<file path="src/rtl/core/bf3_pkg.sv">
// Shared types and constants for the 3x3 box filter.
// No dependencies; the other files in rtl/core but bf3_ram refer to it by scoped names.
package bf3_pkg;

   localparam int PIX_W       = 8;
   localparam int COL_W       = 10;   // sum of three pixels
   localparam int SUM_W       = 12;   // sum of nine pixels
   localparam int RECIP_W     = 13;
   localparam int RECIP_SHIFT = 16;
   localparam logic [RECIP_W-1:0] RECIP_NINE = 13'd7282;   // ceil(2^16 / 9)

   localparam int CSR_DATA_W = 32;
   localparam int CSR_ADDR_W = 3;
   localparam int REG_W      = 11;

   localparam logic REG_FRAME_WIDTH  = 1'b0;
   localparam logic REG_FRAME_HEIGHT = 1'b1;

   localparam logic [REG_W-1:0] FRAME_WIDTH_RESET  = 11'd640;
   localparam logic [REG_W-1:0] FRAME_HEIGHT_RESET = 11'd480;

   typedef struct packed {
      logic [PIX_W-1:0] pixel_in;
      logic             drain;
   } bf3_req_type;

   typedef struct packed {
      logic [PIX_W-1:0] pixel_out;
      logic             frame_end;
   } bf3_rsp_type;

   // Scan decisions for one beat, carried with it into the line buffer stage
   typedef struct packed {
      logic [PIX_W-1:0] px;
      logic             emit;
      logic             interior;
      logic             last;
   } bf3_tok_type;

   // Window stage result handed to the divide stage
   typedef struct packed {
      logic [SUM_W-1:0] sum;
      logic [PIX_W-1:0] centre;
      logic             interior;
      logic             last;
   } bf3_win_type;

endpackage

</file>
<file path="src/rtl/core/bf3_scan.sv">
// Raster position counters for input and output; classifies each beat.
// Depends on bf3_pkg.
module bf3_scan #(
   parameter int MAX_WIDTH  = 1024,
   parameter int MAX_HEIGHT = 1024
) (
   input  logic                              clock,
   input  logic                              reset,
   input  logic                              restart,
   input  logic [$clog2(MAX_WIDTH+1)-1:0]    frame_w,
   input  logic [$clog2(MAX_HEIGHT+1)-1:0]   frame_h,
   input  logic                              accept,
   input  bf3_pkg::bf3_req_type              req_data,
   output logic                              tok_valid,
   output bf3_pkg::bf3_tok_type              tok,
   output logic [$clog2(MAX_WIDTH)-1:0]      tok_addr,
   output logic                              frame_start
);

   localparam int CW  = $clog2(MAX_WIDTH);
   localparam int RW  = $clog2(MAX_HEIGHT + 2);
   localparam int ORW = $clog2(MAX_HEIGHT);

   logic [CW-1:0]  in_col_ff, in_col_in;
   logic [RW-1:0]  in_row_ff, in_row_in;
   logic [CW-1:0]  out_col_ff, out_col_in;
   logic [ORW-1:0] out_row_ff, out_row_in;

   logic           flushing;
   logic [CW:0]    col_nx;
   logic [CW:0]    ocol_nx;
   logic [ORW:0]   orow_nx;
   logic           col_wrap;
   logic           ocol_wrap;

   always_comb begin
      flushing  = in_row_ff >= RW'(frame_h);
      col_nx    = {1'b0, in_col_ff} + (CW+1)'(1);
      ocol_nx   = {1'b0, out_col_ff} + (CW+1)'(1);
      orow_nx   = {1'b0, out_row_ff} + (ORW+1)'(1);
      col_wrap  = col_nx >= (CW+1)'(frame_w);
      ocol_wrap = ocol_nx >= (CW+1)'(frame_w);

      tok_valid    = accept && !(req_data.drain && !flushing);
      tok.px       = flushing ? '0 : req_data.pixel_in;
      tok.emit     = (in_row_ff > RW'(1)) || ((in_row_ff == RW'(1)) && (in_col_ff != '0));
      tok.interior = (out_row_ff != '0) && (orow_nx < (ORW+1)'(frame_h)) &&
                     (out_col_ff != '0) && !ocol_wrap;
      tok.last     = (orow_nx >= (ORW+1)'(frame_h)) && ocol_wrap;
      tok_addr     = in_col_ff;

      frame_start  = (in_col_ff == '0) && (in_row_ff == '0) &&
                     (out_col_ff == '0) && (out_row_ff == '0);

      in_col_in  = in_col_ff;
      in_row_in  = in_row_ff;
      out_col_in = out_col_ff;
      out_row_in = out_row_ff;
      if (restart) begin
         in_col_in  = '0;
         in_row_in  = '0;
         out_col_in = '0;
         out_row_in = '0;
      end else if (tok_valid) begin
         if (col_wrap) begin
            in_col_in = '0;
            in_row_in = in_row_ff + RW'(1);
         end else begin
            in_col_in = col_nx[CW-1:0];
         end
         if (tok.emit) begin
            if (tok.last) begin
               in_col_in  = '0;
               in_row_in  = '0;
               out_col_in = '0;
               out_row_in = '0;
            end else if (ocol_wrap) begin
               out_col_in = '0;
               out_row_in = orow_nx[ORW-1:0];
            end else begin
               out_col_in = ocol_nx[CW-1:0];
            end
         end
      end
   end

   always_ff @(posedge clock) begin
      if (reset) begin
         in_col_ff  <= '0;
         in_row_ff  <= '0;
         out_col_ff <= '0;
         out_row_ff <= '0;
      end else begin
         in_col_ff  <= in_col_in;
         in_row_ff  <= in_row_in;
         out_col_ff <= out_col_in;
         out_row_ff <= out_row_in;
      end
   end

endmodule

</file>
<file path="config.mk">
export PLATFORM = sky130hd
export DESIGN_NAME = bf3_scan
export DESIGN_NICKNAME = d
export VERILOG_FILES = /design/src/rtl/core/bf3_pkg.sv /design/src/rtl/core/bf3_scan.sv
export SDC_FILE = /design/constraint.sdc
export NUM_CORES = 1
export LEC_CHECK = 0
export ABC_AREA = 1
export BUFFER_PORTS_ARGS = -buffer_cell sky130_fd_sc_hd__buf_2
export CORE_ASPECT_RATIO = 0.8
export CORE_MARGIN = 8
export CORE_UTILIZATION = 50
export DETAILED_ROUTE_END_ITERATION = 10
export PLACE_DENSITY = 0.71
export SLEW_MARGIN = 20
export SYNTH_ARGS = -nofsm -noshare
export SYNTH_HDL_FRONTEND = slang
export SYNTH_SLANG_ARGS = --single-unit
export TNS_END_PERCENT = 10
</file>
<file path="constraint.sdc">
create_clock -name clock -period 6.6 [get_ports clock]
set_input_delay 0.66 -clock clock [delete_from_list [all_inputs] [get_ports clock]]
set_output_delay 0.66 -clock clock [all_outputs]
set_load 0.01 [all_outputs]
</file>
==> flow_summary.ini <==
[clock_network]
cts_tree = yes
cts_resized = 0
cts_buffer_depth = 2
post_cts.repair.setup_buffers = 0
hold_buffers = 0
cts.clk_slew.worst_paths_ns = 0.08
htree_levels = 2
clock_latency_ns = 0.30
cts_root_buf = clkbuf_8
clock-sinks = 41
cts_buffers = 5

[timing]
period_needed_ns = 3.84
finalMaxSlewViolations = 0
fin_ws_ns = 2.76
rsz0062_at_grt = no
fmax_ghz = 0.261
fin_setup_tns_ns = 0
slew_headroom_pct = 55.2
tightest_slew_ns = 0.665
period_share_pct = 58.1
setup_violations = 0
hold_slack_ns = 0.497
hold_violations = 0
worst_clock_skew_ns = 0.00836

[floorplan]
chipHeight_um = 98.6
die_x_um = 119
core-area_um2 = 8370
start_util_pct = 50.9
rows = 30
dieArea_um2 = 11800
pin_count = 58

[route]
drt-wirelength-per-cell_um = 13.1
drt-total-wl_mm = 11.0
dr.pass1.iters = 5
drcViolationCount = 0
ant_nets = 0
dr_total_vias = 4217
vias_per_cell = 4.99
drtIter0Drc = 333

[logic_synthesis]
yosys_warnings = 0
syn-cell-area_um2 = 4260
syn-num-nets = 766
ys_seq_elements = 41
postSynthAreaPerCell_um2 = 6.29
ys_types = 36
seq_area_frac_synth_pct = 19.3
synthCells = 678

[finish]
final-instance-count-excl-fill = 845
drive_gt1_share_pct = 14.9
diodes = 0
final_nets = 820
syn_to_final_growth_pct = 11.1

[worst_hold_path]
hold-path-cell-count = 2
min_path_type = flop to flop
hold-path-endpoint = out_col_ff[1]
min_from = out_col_ff[1]

[place]
portBuffers = 57
pre_cts_ws_ns = 3.11
gp_congestion = 0.875
dp.cells = 837
dp_hpwl_mm = 8.90

[worst_setup_path]
critical_path_class = flop to primary output
rrSetupSlack_ns = 3.49
cp-end-kind = primary output
crit_arrival_ns = 3.18
cpMostUsedCell = nand2_1
rr_endpoint = out_col_ff[2]
crit_fanout = 8
critPathRequiredTime_ns = 5.94
slowest_delay_ns = 0.41
crit_chain = ha_1, nand2_1, nor2_1, nand3_1, nor2_1, nand2_1, nor2_1, or2_2, inv_1, ha_1, a21o_1, nand2_1, nand2_1, nor2_2, nand2_4, nor4_1, buf_2
slowest_stage = dfxtp_1
reg2regPathDepth = 19
crit_family = simple AND/OR/NAND/NOR gates
crit_buf_inv = 2
r2r-start = out_col_ff[0]
start_kind = flop

[power_and_ir_drop]
power_leakage_uw = 0.00273
power_density_nw_per_um2 = 124
finalPower_uw = 585
ir_drop_v = 0.000112

[run_status]
outcome = complete, no violations

[global_routing]
grt_max_degree = 28
grt_pass1_vias = 3943
gr-total-overflow = 0
grt_pass1_wl_mm = 18.5
antenna_found_initial = 0
grtUsageTotal_pct = 18.8

[flow_run]
cap_violations = 0
layout make-up:
cell class                      count  area [um^2]
Multi-Input combinational cell    493         2850
Clock buffer                        5         68.8
Tap cell                          112          140
Timing Repair Buffer               58          293
Inverter                          133          499
Fill cell                         829         3640
Clock inverter                      3         65.1
Sequential cell                    41          821
logic make-up after synthesis:
| logic type | after synthesis | synth area share (%) |
|---|---|---|
| AND/OR/NAND/NOR | 347 | 37.2 |
| buffers and inverters | 144 | 13.9 |
| XOR/XNOR | 26 | 5.34 |
| flip-flops | 41 | 19.3 |
| AO/OA/AOI/OAI | 67 | 8.72 |
| adder cells (fa/ha/maj) | 53 | 15.6 |
worst max path at each step:
| stage | startpoint | end | depth (start not counted) |
|---|---|---|---|
| floorplan | out_col_ff[0] | tok[1] | 16 |
| global placement | out_col_ff[0] | tok[1] | 17 |
| detailed placement | out_col_ff[0] | tok[1] | 17 |
| CTS | out_col_ff[0] | tok[1] | 17 |
| global route | out_col_ff[0] | tok[1] | 17 |
| finish | out_col_ff[0] | tok[1] | 17 |
worst min-delay path: cells and delay by family, from the launching register on:
| family | cells | cell delay (ns) |
|---|---|---|
| AOI/OAI and AO/OA | 1 | 0.05 |
| and+or+nand+nor | 1 | 0.07 |
| DFF | 1 | 0.34 |
layout by cell type, fill, tap and decap left out:
| master | Yosys | routed |
|---|---|---|
| nor2_2 | 9 | 9 |
| nor4_1 | 3 | 3 |
| inv_1 | 127 | 127 |
| buf_2 | 1 | 57 |
| o21bai_1 | 1 | 1 |
| nor3_4 | 1 | 1 |
| nor3_2 | 4 | 4 |
| nor3_1 | 9 | 9 |
| dfxtp_1 | 41 | 41 |
| nand4_4 | 1 | 1 |
| bufinv_16 | 0 | 2 |
| nand3b_1 | 1 | 1 |
| a21oi_1 | 38 | 38 |
| or2_2 | 1 | 1 |
| a21oi_2 | 2 | 2 |
| ha_1 | 53 | 53 |
| nand4_1 | 8 | 8 |
| a31oi_1 | 1 | 1 |
| clkbuf_8 | 0 | 5 |
| o21ai_1 | 8 | 8 |
| nand2_4 | 4 | 4 |
| nand3_2 | 2 | 2 |
| o21ai_0 | 14 | 14 |
| inv_2 | 6 | 6 |
| nand2_1 | 161 | 161 |
| and2_1 | 1 | 1 |
| nor2_1 | 80 | 80 |
| nand3_4 | 2 | 2 |
| xor2_1 | 25 | 25 |
| a21oi_4 | 2 | 2 |
| a21o_1 | 1 | 1 |
| nand3_1 | 51 | 51 |
| xnor2_1 | 1 | 1 |
| buf_4 | 1 | 1 |
| clkinv_2 | 0 | 1 |
| nand2_2 | 9 | 9 |
through the flow:
stage,utilization [%],area [um^2]
3_5_place_dp,54.9,4600
2_1_floorplan,-,4260
3_3_place_gp,54.9,4600
5_1_grt,56.5,4730
6_report,56.5,4730
4_1_cts,56.5,4730
synth_stat cells:
cell type  count  area, um^2
nand2_1      161         604
inv_1        127         477
nor2_1        80         300
ha_1          53         663
nand3_1       51         255
dfxtp_1       41         821
a21oi_1       38         190
xor2_1        25         219
o21ai_0       14        70.1
nand2_2        9        56.3
nor2_2         9        56.3
nor3_1         9        45.0
nand4_1        8        50.1
o21ai_1        8        40.0
inv_2          6        22.5
buf_6          5        56.3
nand2_4        4        45.0
nor3_2         4        40.0
clkbuf_1       3        11.3
nor4_1         3        18.8
a21oi_2        2        17.5
a21oi_4        2        32.5
nand3_2        2        20.0
nand3_4        2        35.0
a21o_1         1        7.51
a31oi_1        1        6.26
and2_1         1        6.26
buf_2          1        5.00
buf_4          1        7.51
buf_8          1        15.0
nand3b_1       1        7.51
nand4_4        1        21.3
nor3_4         1        16.3
o21bai_1       1        7.51
or2_2          1        6.26
xnor2_1        1        8.76
flip-flops by register name, indices dropped and copies added (netlist names):
| register | count |
|---|---|
| in_row_ff | 11 |
| out_col_ff | 10 |
| out_row_ff | 10 |
| tok_addr | 10 |
where the power goes:
part | internal, uW | total, uW | switching, uW
Sequential | 249 | 252 | 3.17
Combinational | 30.9 | 84.1 | 53.1
Clock | 150 | 249 | 98.2
Total | 430 | 585 | 154
routing by layer:
metal | track usage, % | vias up | routed length, um
met5 | 0 | - | 0
met4 | 3.49 | 0 | 81
met3 | 2.57 | 9 | 432
met2 | 31.7 | 81 | 5140
met1 | 25.0 | 1906 | 5390
li1 | - | 2221 | -
Note: power is estimated with default switching activity, not from simulation.
