--- src/rtl/core/bf3_pkg.sv ---
// Shared types and constants for the 3x3 box filter.
// No dependencies; the other files in rtl/core but bf3_ram refer to it by scoped names.
package bf3_pkg;

   localparam int PIX_W       = 8;
   localparam int COL_W       = 10;   // sum of three pixels
   localparam int SUM_W       = 12;   // sum of nine pixels
   localparam int RECIP_W     = 13;
   localparam int RECIP_SHIFT = 16;
   localparam logic [RECIP_W-1:0] RECIP_NINE = 13'd7282;   // ceil(2^16 / 9)

   localparam int CSR_DATA_W = 32;
   localparam int CSR_ADDR_W = 3;
   localparam int REG_W      = 11;

   localparam logic REG_FRAME_WIDTH  = 1'b0;
   localparam logic REG_FRAME_HEIGHT = 1'b1;

   localparam logic [REG_W-1:0] FRAME_WIDTH_RESET  = 11'd640;
   localparam logic [REG_W-1:0] FRAME_HEIGHT_RESET = 11'd480;

   typedef struct packed {
      logic [PIX_W-1:0] pixel_in;
      logic             drain;
   } bf3_req_type;

   typedef struct packed {
      logic [PIX_W-1:0] pixel_out;
      logic             frame_end;
   } bf3_rsp_type;

   // Scan decisions for one beat, carried with it into the line buffer stage
   typedef struct packed {
      logic [PIX_W-1:0] px;
      logic             emit;
      logic             interior;
      logic             last;
   } bf3_tok_type;

   // Window stage result handed to the divide stage
   typedef struct packed {
      logic [SUM_W-1:0] sum;
      logic [PIX_W-1:0] centre;
      logic             interior;
      logic             last;
   } bf3_win_type;

endpackage

--- src/rtl/core/bf3_mean.sv ---
// Divide-by-nine by reciprocal multiply, border select and output register.
// Depends on bf3_pkg.
module bf3_mean (
   input  logic                  clock,
   input  logic                  reset,
   input  logic                  win_valid,
   input  bf3_pkg::bf3_win_type  win,
   output logic                  out_ready,
   output logic                  rsp_valid,
   input  logic                  rsp_stall,
   output bf3_pkg::bf3_rsp_type  rsp_data
);

   localparam int PW = bf3_pkg::SUM_W + bf3_pkg::RECIP_W;

   logic                  out_v_ff;
   bf3_pkg::bf3_rsp_type  out_data_ff;
   logic [PW-1:0]         prod;
   logic [bf3_pkg::PIX_W-1:0] quot;

   always_comb begin
      out_ready = !out_v_ff || !rsp_stall;
      prod      = PW'(win.sum) * PW'(bf3_pkg::RECIP_NINE);
      quot      = prod[bf3_pkg::RECIP_SHIFT +: bf3_pkg::PIX_W];
   end

   always_ff @(posedge clock) begin
      if (reset) begin
         out_v_ff <= 1'b0;
      end else if (out_ready) begin
         out_v_ff <= win_valid;
      end
   end

   always_ff @(posedge clock) begin
      if (out_ready && win_valid) begin
         out_data_ff.pixel_out <= win.interior ? quot : win.centre;
         out_data_ff.frame_end <= win.last;
      end
   end

   assign rsp_valid = out_v_ff;
   assign rsp_data  = out_data_ff;

endmodule

--- config.mk ---
export PLATFORM = sky130hd
export DESIGN_NAME = bf3_mean
export DESIGN_NICKNAME = d
export VERILOG_FILES = /design/src/rtl/core/bf3_pkg.sv /design/src/rtl/core/bf3_mean.sv
export SDC_FILE = /design/constraint.sdc
export NUM_CORES = 1
export LEC_CHECK = 0
export BUFFER_PORTS_ARGS = -buffer_cell sky130_fd_sc_hd__clkbuf_2
export CAP_MARGIN = 20
export CORE_MARGIN = 4
export CORE_UTILIZATION = 32
export CTS_CLUSTER_DIAMETER = 200
export DETAILED_ROUTE_END_ITERATION = 6
export GPL_TIMING_DRIVEN = 1
export HOLD_SLACK_MARGIN = 0.08
export PLACE_DENSITY_LB_ADDON = 0.25
export SLEW_MARGIN = 20
export SYNTH_ARGS = -nofsm -noshare
export SYNTH_HDL_FRONTEND = slang
export SYNTH_SLANG_ARGS = --single-unit
export TNS_END_PERCENT = 30
--- constraint.sdc ---
create_clock -name clock -period 5.9 [get_ports clock]
set_input_delay 0.59 -clock clock [delete_from_list [all_inputs] [get_ports clock]]
set_output_delay 0.59 -clock clock [all_outputs]
set_load 0.03 [all_outputs]
==> reports/summary.txt, run 1 <==
Initial antenna violation count - 0
Critical path capture point type - register
GRT Total Usage - 11.89%
Flops & latches, synth - 10
ANT cells - 0
Worst-skew pair later-pin latency - 230 ps
Most common cell after layout, fill and taps aside - ha_1
Slew @ Worst Pin - 554.3 ps
Uppermost layer routed - met4
H-tree Lvls - 1
Largest net degree at the start of global routing - 20
Row count - 32
Fin Setup TNS - 0 ps
Via-to-Cell Ratio - 4.764
Distinct cells, synth - 41
Psw - 665.2 uW
DRC - 0
IO Count - 37
Placed cells - 407
Postcts setup bufs - 0
Fin. Hold Viols - 0
Avg Inst Size Synth - 9.677 um^2
Die area - 9708 um^2
Clock Tree Buf Depth - 2
Height of the die - 98.53 um
Async SR Flop Fraction - 0%
Final Max Tran Viols - 0
Hold Crit Class - reg2reg
CTS hold repair buffers - 0
Vias - 1958
Synthesized cell area - 2623 um^2
Iter 0 DRT Violations - 45
WL met1 - 2663 um
EDFF count, synth - 9
DR WL/cell - 13.55 um
Root buffer cell - clkbuf_8
Synth-to-layout area growth - 13.07%
Overflow after GRT - 0
Number of global-route vias before repair - 2060
Post-DP HPWL - 5185 um
Critical path data required time - 5890 ps
Static Leakage - 0.001582 uW
Worst clock skew - 1.280 ps
Layout Cells excl Fill - 411
Core ar. - 7848 um^2
PD cells - 431.1 nW/um^2
Setup Crit Path Kind - in2reg
Mapped Cells - 271
Setup violations, final - 0
Status - complete, no violations
Worst vdd ir - 102.7 uV
Die W - 98.53 um
Primary FF master, synth - edfxtp_1
CTS tree - done
Input/output buffers - 36
Critical Path Fanout Max - 5
Clock share of power - 6.5%
Max-cap violations - 0
Metal3 WL - 209 um
Sw Share - 52.03%
CTS sink cnt - 10
Fin crit share - 87.11%
WL final - 5567 um
Sequential share of power - 9.3%
Pre-Repair DR Iteration Count - 4
Met2 wire length - 2674 um
Worst hold slack - 512.0 ps
Critical path data arrival time - 5130 ps
GP Congestion - 0.8114
Crit path time final - 5140 ps
Internal Pwr Total - 613.2 uW
First-pass GRT wire length - 9487 um
TritonCTS Buffers - 3
Antenna-violating nets left - 0
Yosys warns - 0
Commonest non-fill, non-tap cells in the layout - ha_1, inv_1, clkbuf_2
Syn Nets - 392
CP Launch Type - primary input
Sequential area share after synthesis - 11.07%
Nets@finish - 431
RSZ-0062 raised after global routing - no
Share of layout cells above drive strength 1 - 15.86%
Clock slew at reported path FFs - 50 ps
Post-cts sizing count - 0
Comb pwr share - 84.2%
Initial Util - 33.42%
F_max - 194.6 MHz
Rel. slew slack - 62.56%
[per-stage QoR]
stage               power [uW]  setup WS (ps)  utilization (%)  instance area, um^2
floorplan                949.0          872.8                -                 2623
global placement          1197          576.6            37.09                 2910
detailed placement        1194          515.4            37.09                 2910
CTS                       1293          743.0            37.79                 2965
global route              1455          514.2            37.79                 2965
finish                    1278          760.3            37.79                 2965
[synthesized netlist by cell type, drive strengths merged, types with 2 or more instances]
master / count / share of area (%)
o21ai: 13 / 2.5
inv: 59 / 8.4
ha: 66 / 31
nand4: 5 / 1.2
xnor2: 6 / 2.0
a211oi: 2 / 0.57
a21o: 3 / 0.86
nand3: 5 / 0.95
a211o: 3 / 1.0
a21oi: 10 / 1.9
mux2: 2 / 1.0
and2: 2 / 0.48
a31o: 2 / 0.67
a31oi: 3 / 0.72
xor2: 3 / 1.0
fa: 29 / 22
nand2b: 4 / 0.95
nor2b: 4 / 0.95
edfxtp: 9 / 10
nor2: 9 / 1.3
or3: 5 / 1.3
nand2: 10 / 1.4
[power groups by stage]
| stage | Sequential (uW) | Clock [uW] | Combinational (uW) |
|---|---|---|---|
| 2_1_floorplan | 167 | 0 | 782 |
| 3_3_place_gp | 120 | 0 | 1080 |
| 3_5_place_dp | 121 | 0 | 1070 |
| 4_1_cts | 119 | 87.3 | 1090 |
| 5_1_grt | 120 | 89.7 | 1240 |
| 6_report | 119 | 83.2 | 1080 |
[cell type report]
cell class | instances | area, um^2
multi-input combinational | 200 | 2091
tap | 102 | 127.6
fill | 831 | 4882
timing repair buffer | 36 | 180.2
clock buffer | 4 | 55.05
sequential | 10 | 290.3
inverter | 59 | 221.5
[worst max-delay path, cell delays in order]
cell and delay [ps]:
clkbuf_2 100, inv_1 100, fa_1 540, inv_1 40
ha_1 290, inv_1 60, fa_1 520, inv_1 50
fa_1 490, inv_1 50, fa_1 520, inv_1 40
ha_1 320, nand4_1 190, or4b_1 620, a31oi_1 210
o21ai_0 100, a31o_2 250
[worst paths after layout]
kind / depth (start not counted) / slack (ps) / to / from
min: 2 / 510 / rsp_valid / rsp_valid
max: 18 / 760 / rsp_data[5] / win[17]
min reg2reg: 2 / 510 / rsp_valid / rsp_valid
max reg2reg: 2 / 4790 / rsp_data[1] / rsp_valid
[registers in the layout, indices dropped and copies added (netlist names)]
register and flops:
rsp_data 9, rsp_valid 1
[cells by family (layout without fill, tap and decap cells)]
family | count (synthesis) | after routing | share of synthesized area, %
AO/OA/AOI/OAI | 44 | 44 | 11.50
XOR/XNOR | 9 | 9 | 3.006
adder cells (fa/ha/maj) | 95 | 95 | 53.63
buffers and inverters | 61 | 99 | 9.208
flip-flops | 10 | 10 | 11.07
multiplexers | 2 | 2 | 1.002
AND/OR/NAND/NOR | 50 | 50 | 10.59
[routing by layer]
| layer | vias to the layer above | global-route usage (%) |
|---|---|---|
| li1 | 1000 | - |
| met1 | 913 | 16.14 |
| met2 | 43 | 20.64 |
| met3 | 2 | 0.9908 |
| met4 | 0 | 2.626 |
| met5 | - | 0 |
No activity file was read; power rests on OpenSTA's default activity.
==> run 2: changes to the inputs <==
--- a/config.mk
+++ b/config.mk
@@ -13,7 +13,6 @@
 export DETAILED_ROUTE_END_ITERATION = 6
 export GPL_TIMING_DRIVEN = 1
 export HOLD_SLACK_MARGIN = 0.08
-export PLACE_DENSITY_LB_ADDON = 0.25
 export SLEW_MARGIN = 20
 export SYNTH_ARGS = -nofsm -noshare
 export SYNTH_HDL_FRONTEND = slang
==> run 2 against run 1 <==
Effect of this change: non-clock buffer count stayed put; critical path depth stayed put; clock power is 0.6% higher; clock-buffer cell count stayed put.
==> reports/summary.txt, run 2 (synthesized netlist as in run 1, its figures left out) <==
CP Cell Sequence - clkbuf_2 -> inv_1 -> fa_1 -> inv_1 -> ha_1 -> inv_1 -> fa_1 -> inv_1 -> fa_1 -> inv_1 -> fa_1 -> inv_1 -> ha_1 -> nand4_1 -> or4b_1 -> a31oi_1 -> o21ai_0 -> a31o_2
First-pass GRT wire length - 9735 um
Pre-Repair DR Iteration Count - 4
CP dominant cell by count - inv_1
Largest register FFs - 9
IO Count - 37
Die W - 98.53 um
Die area - 9708 um^2
Initial Util - 33.42%
Share of layout cells above drive strength 1 - 15.86%
CTS sink cnt - 10
Crit path max-delay cell type - or4b_1
Initial antenna violation count - 0
Number of global-route vias before repair - 2093
Critical path capture point type - register
TritonCTS Buffers - 3
Critical path data required time - 5890 ps
WL final - 5469 um
Postcts setup bufs - 0
Layout Cells excl Fill - 411
Input/output buffers - 36
Setup Crit Path Kind - in2reg
DRC - 0
Vias - 1913
Commonest non-fill, non-tap cells in the layout - ha_1, inv_1, clkbuf_2
CTS tree - done
Critical path data arrival time - 5110 ps
Static Leakage - 0.001582 uW
F_max - 195.2 MHz
Worst-skew pair later-pin latency - 230 ps
Post-cts sizing count - 0
Nets@finish - 431
Crit path time final - 5124 ps
Max-cap violations - 0
Placed cells - 407
ANT cells - 0
Hold Crit Class - reg2reg
Design Area, Final - 2965 um^2
Root buffer cell - clkbuf_8
Largest stage delay on the critical path - 610 ps
Hold path depth - 2
Status - complete, no violations
H-tree Lvls - 1
Overflow after GRT - 0
Critical Path Fanout Max - 5
Slew @ Worst Pin - 410.4 ps
Worst vdd ir - 135.0 uV
Clock Tree Buf Depth - 2
DR WL/cell - 13.31 um
CP Launch Type - primary input
RSZ-0062 raised after global routing - no
Row count - 32
PD cells - 432.6 nW/um^2
Worst r2r path cells - 2
GRT Total Usage - 12.07%
Fin crit share - 86.85%
Core ar. - 7848 um^2
Iter 0 DRT Violations - 47
Post-DP HPWL - 5085 um
Fin. Hold Viols - 0
Via-to-Cell Ratio - 4.655
Largest net degree at the start of global routing - 20
Fin Setup TNS - 0 ps
GP Congestion - 0.8854
Final Max Tran Viols - 0
Placed inst area - 2910 um^2
CTS hold repair buffers - 0
Synth-to-layout area growth - 13.07%
Clock slew at reported path FFs - 50 ps
Most common cell after layout, fill and taps aside - ha_1
Antenna-violating nets left - 0
Rel. slew slack - 72.28%
Worst clock skew - 0.6784 ps
Height of the die - 98.53 um
Setup violations, final - 0
run 2: cell counts in the layout (fill, tap and decap cells not counted):
Identical to the previous run, type by type.
run 2: report_power, final:
group	internal (uW)	total [uW]	leakage [uW]	switching [uW]
clock	58.5	83.7	0.0000288	25.2
sequential	114	119	0.0000956	5.44
combinational	444	1080	0.00146	636
run 2: path summary, 6_finish.rpt:
kind | startpoint | to | slack [ps]
worst max-delay path | win[17] | rsp_data[5] | 780
worst min-delay path | rsp_valid | rsp_valid | 510
worst min register to register | rsp_valid | rsp_valid | 510
worst max register to register | rsp_valid | rsp_data[1] | 4790
run 2: critical path, delay by kind of cell:
family | cells | cell delay, ps
compound gates | 3 | 550
buf+inv | 7 | 450
fa+ha+maj | 6 | 2690
simple gates | 2 | 820
run 2: stage by stage:
| stage | power [uW] | hold slack (ps) | setup WS [ps] | utilization (%) |
|---|---|---|---|---|
| after floorplan | 949.0 | 639.5 | 872.8 | - |
| after global placement | 1190 | 486.9 | 602.6 | 37.09 |
| after detailed placement | 1198 | 509.0 | 515.8 | 37.09 |
| after CTS | 1297 | 508.9 | 764.6 | 37.79 |
| after global routing | 1452 | 507.4 | 512.6 | 37.79 |
| final | 1283 | 510.7 | 776.1 | 37.79 |
run 2: layout make-up:
type	count	area (um^2)
fill	841	4882
timing repair buffer	36	180.2
clock buffer	4	55.05
sequential	10	290.3
multi-input combinational	200	2091
tap	102	127.6
inverter	59	221.5
run 2: metal layers:
metal  vias to the layer above  global-route usage [%]  wire length (um)
met1                       870                   17.51              2709
met4                         0                   2.941                82
met2                        31                   19.29              2525
met3                         8                   1.274               152
met5                         -                       0                 0
li1                       1004                       -                 -
==> run 3: changes to the inputs <==
--- a/config.mk
+++ b/config.mk
@@ -8,7 +8,7 @@
 export BUFFER_PORTS_ARGS = -buffer_cell sky130_fd_sc_hd__clkbuf_2
 export CAP_MARGIN = 20
 export CORE_MARGIN = 4
-export CORE_UTILIZATION = 32
+export CORE_UTILIZATION = 35
 export CTS_CLUSTER_DIAMETER = 200
 export DETAILED_ROUTE_END_ITERATION = 6
 export GPL_TIMING_DRIVEN = 1
==> run 3 against run 2 <==
Effect of this change: first-iteration DRC count down 43%; core utilization is 2.9 points higher; via count up 0.78%; global-route usage rose by 0.70 points; largest power group unchanged.
==> reports/summary.txt, run 3 (synthesized netlist as in run 1, its figures left out) <==
Met2 wire length - 2651 um
WL final - 5411 um
Pre-Repair DR Iteration Count - 4
Core ar. - 7253 um^2
Vias - 1928
Worst clock skew - 2.352 ps
Critical Path Fanout Max - 5
Metal3 WL - 237 um
ANT cells - 0
GRT Total Usage - 12.77%
Die W - 94.56 um
F_max - 194.2 MHz
Worst-skew pair later-pin latency - 230 ps
CTS tree - done
Post-cts sizing count - 0
Setup violations, final - 0
Synth-to-layout area growth - 12.55%
Antenna-violating nets left - 0
Slew @ Worst Pin - 504.9 ps
PD cells - 429.4 nW/um^2
Fin Setup TNS - 0 ps
Initial antenna violation count - 0
IO Count - 37
Die area - 8942 um^2
Clock slew at reported path FFs - 40 ps
Static Leakage - 0.001576 uW
Height of the die - 94.56 um
Placed cells - 404
CTS sink cnt - 10
Commonest non-fill, non-tap cells in the layout - ha_1, inv_1, clkbuf_2
Critical path data arrival time - 5130 ps
Design Area, Final - 2952 um^2
Uppermost layer routed - met4
Max-cap violations - 0
Number of global-route vias before repair - 1974
Root buffer cell - clkbuf_8
Layout Cells excl Fill - 408
Clock Tree Buf Depth - 2
Iter 0 DRT Violations - 27
Crit path time final - 5149 ps
Via-to-Cell Ratio - 4.725
Hold Crit Class - reg2reg
Post-Place Setup Slack - 489.1 ps
Final Max Tran Viols - 0
Largest net degree at the start of global routing - 20
Most common cell after layout, fill and taps aside - ha_1
Initial Util - 36.16%
Post-DP HPWL - 5061 um
Overflow after GRT - 0
Share of layout cells above drive strength 1 - 15.53%
Fin worst setup slack - 751.1 ps
RSZ-0062 raised after global routing - no
GP Congestion - 0.8547
Largest register FFs - 9
CTS hold repair buffers - 0
Worst vdd ir - 149.2 uV
DRC - 0
Critical path capture point type - register
Input/output buffers - 36
Nets@finish - 431
WL met1 - 2473 um
Critical path data required time - 5890 ps
H-tree Lvls - 1
Fin crit share - 87.27%
Postcts setup bufs - 0
First-pass GRT wire length - 9004 um
Final Util - 40.69%
Placed inst area - 2907 um^2
TritonCTS Buffers - 3
CP Launch Type - primary input
Status - complete, no violations
Fin. Hold Viols - 0
Row count - 31
DR WL/cell - 13.26 um
Rel. slew slack - 65.90%
Number of filler cells placed in the layout - 754
Setup Crit Path Kind - in2reg
-- run 3: cell type report --
class                      count  area [um^2]  area share (%)
clock buffer                   4        45.04           1.526
inverter                      59        221.5           7.503
multi-input combinational    200         2091           70.84
sequential                    10        290.3           9.835
tap                           99        123.9           4.197
timing repair buffer          36        180.2           6.104
-- run 3: final timing paths --
path / depth (start not counted) / end / from / slack, ps
hold reg to reg: 2 / rsp_valid / rsp_valid / 510
setup / recovery: 18 / rsp_data[8] / win[19] / 750
setup reg to reg: 2 / rsp_data[7] / rsp_valid / 4790
hold / removal: 2 / rsp_valid / rsp_valid / 510
-- run 3: critical path, stage by stage --
cell	delay, ps
clkbuf_2	140
inv_1	130
fa_1	490
inv_1	40
ha_1	290
inv_1	60
fa_1	540
inv_1	60
fa_1	490
inv_1	50
fa_1	520
inv_1	40
ha_1	320
nand4_1	190
or4b_1	620
a31oi_1	220
o21ai_0	100
a31o_2	240
-- run 3: power by group --
| group | internal, uW | switching, uW |
|---|---|---|
| Combinational | 442 | 634 |
| Clock | 47.1 | 25.0 |
| Sequential | 114 | 4.98 |
-- run 3: routing by layer --
metal / up-vias / track usage [%]
met2: 43 / 24.29
met5: - / 0
met1: 879 / 15.62
li1: 1001 / -
met3: 5 / 1.116
met4: 0 / 2.524
-- run 3: metrics by stage --
stage	hold WS, ps	total power, uW
6_report	510.6	1267
5_1_grt	507.2	1428
4_1_cts	509.3	1278
3_5_place_dp	510.0	1194
3_3_place_gp	490.5	1194
2_1_floorplan	639.5	949.0
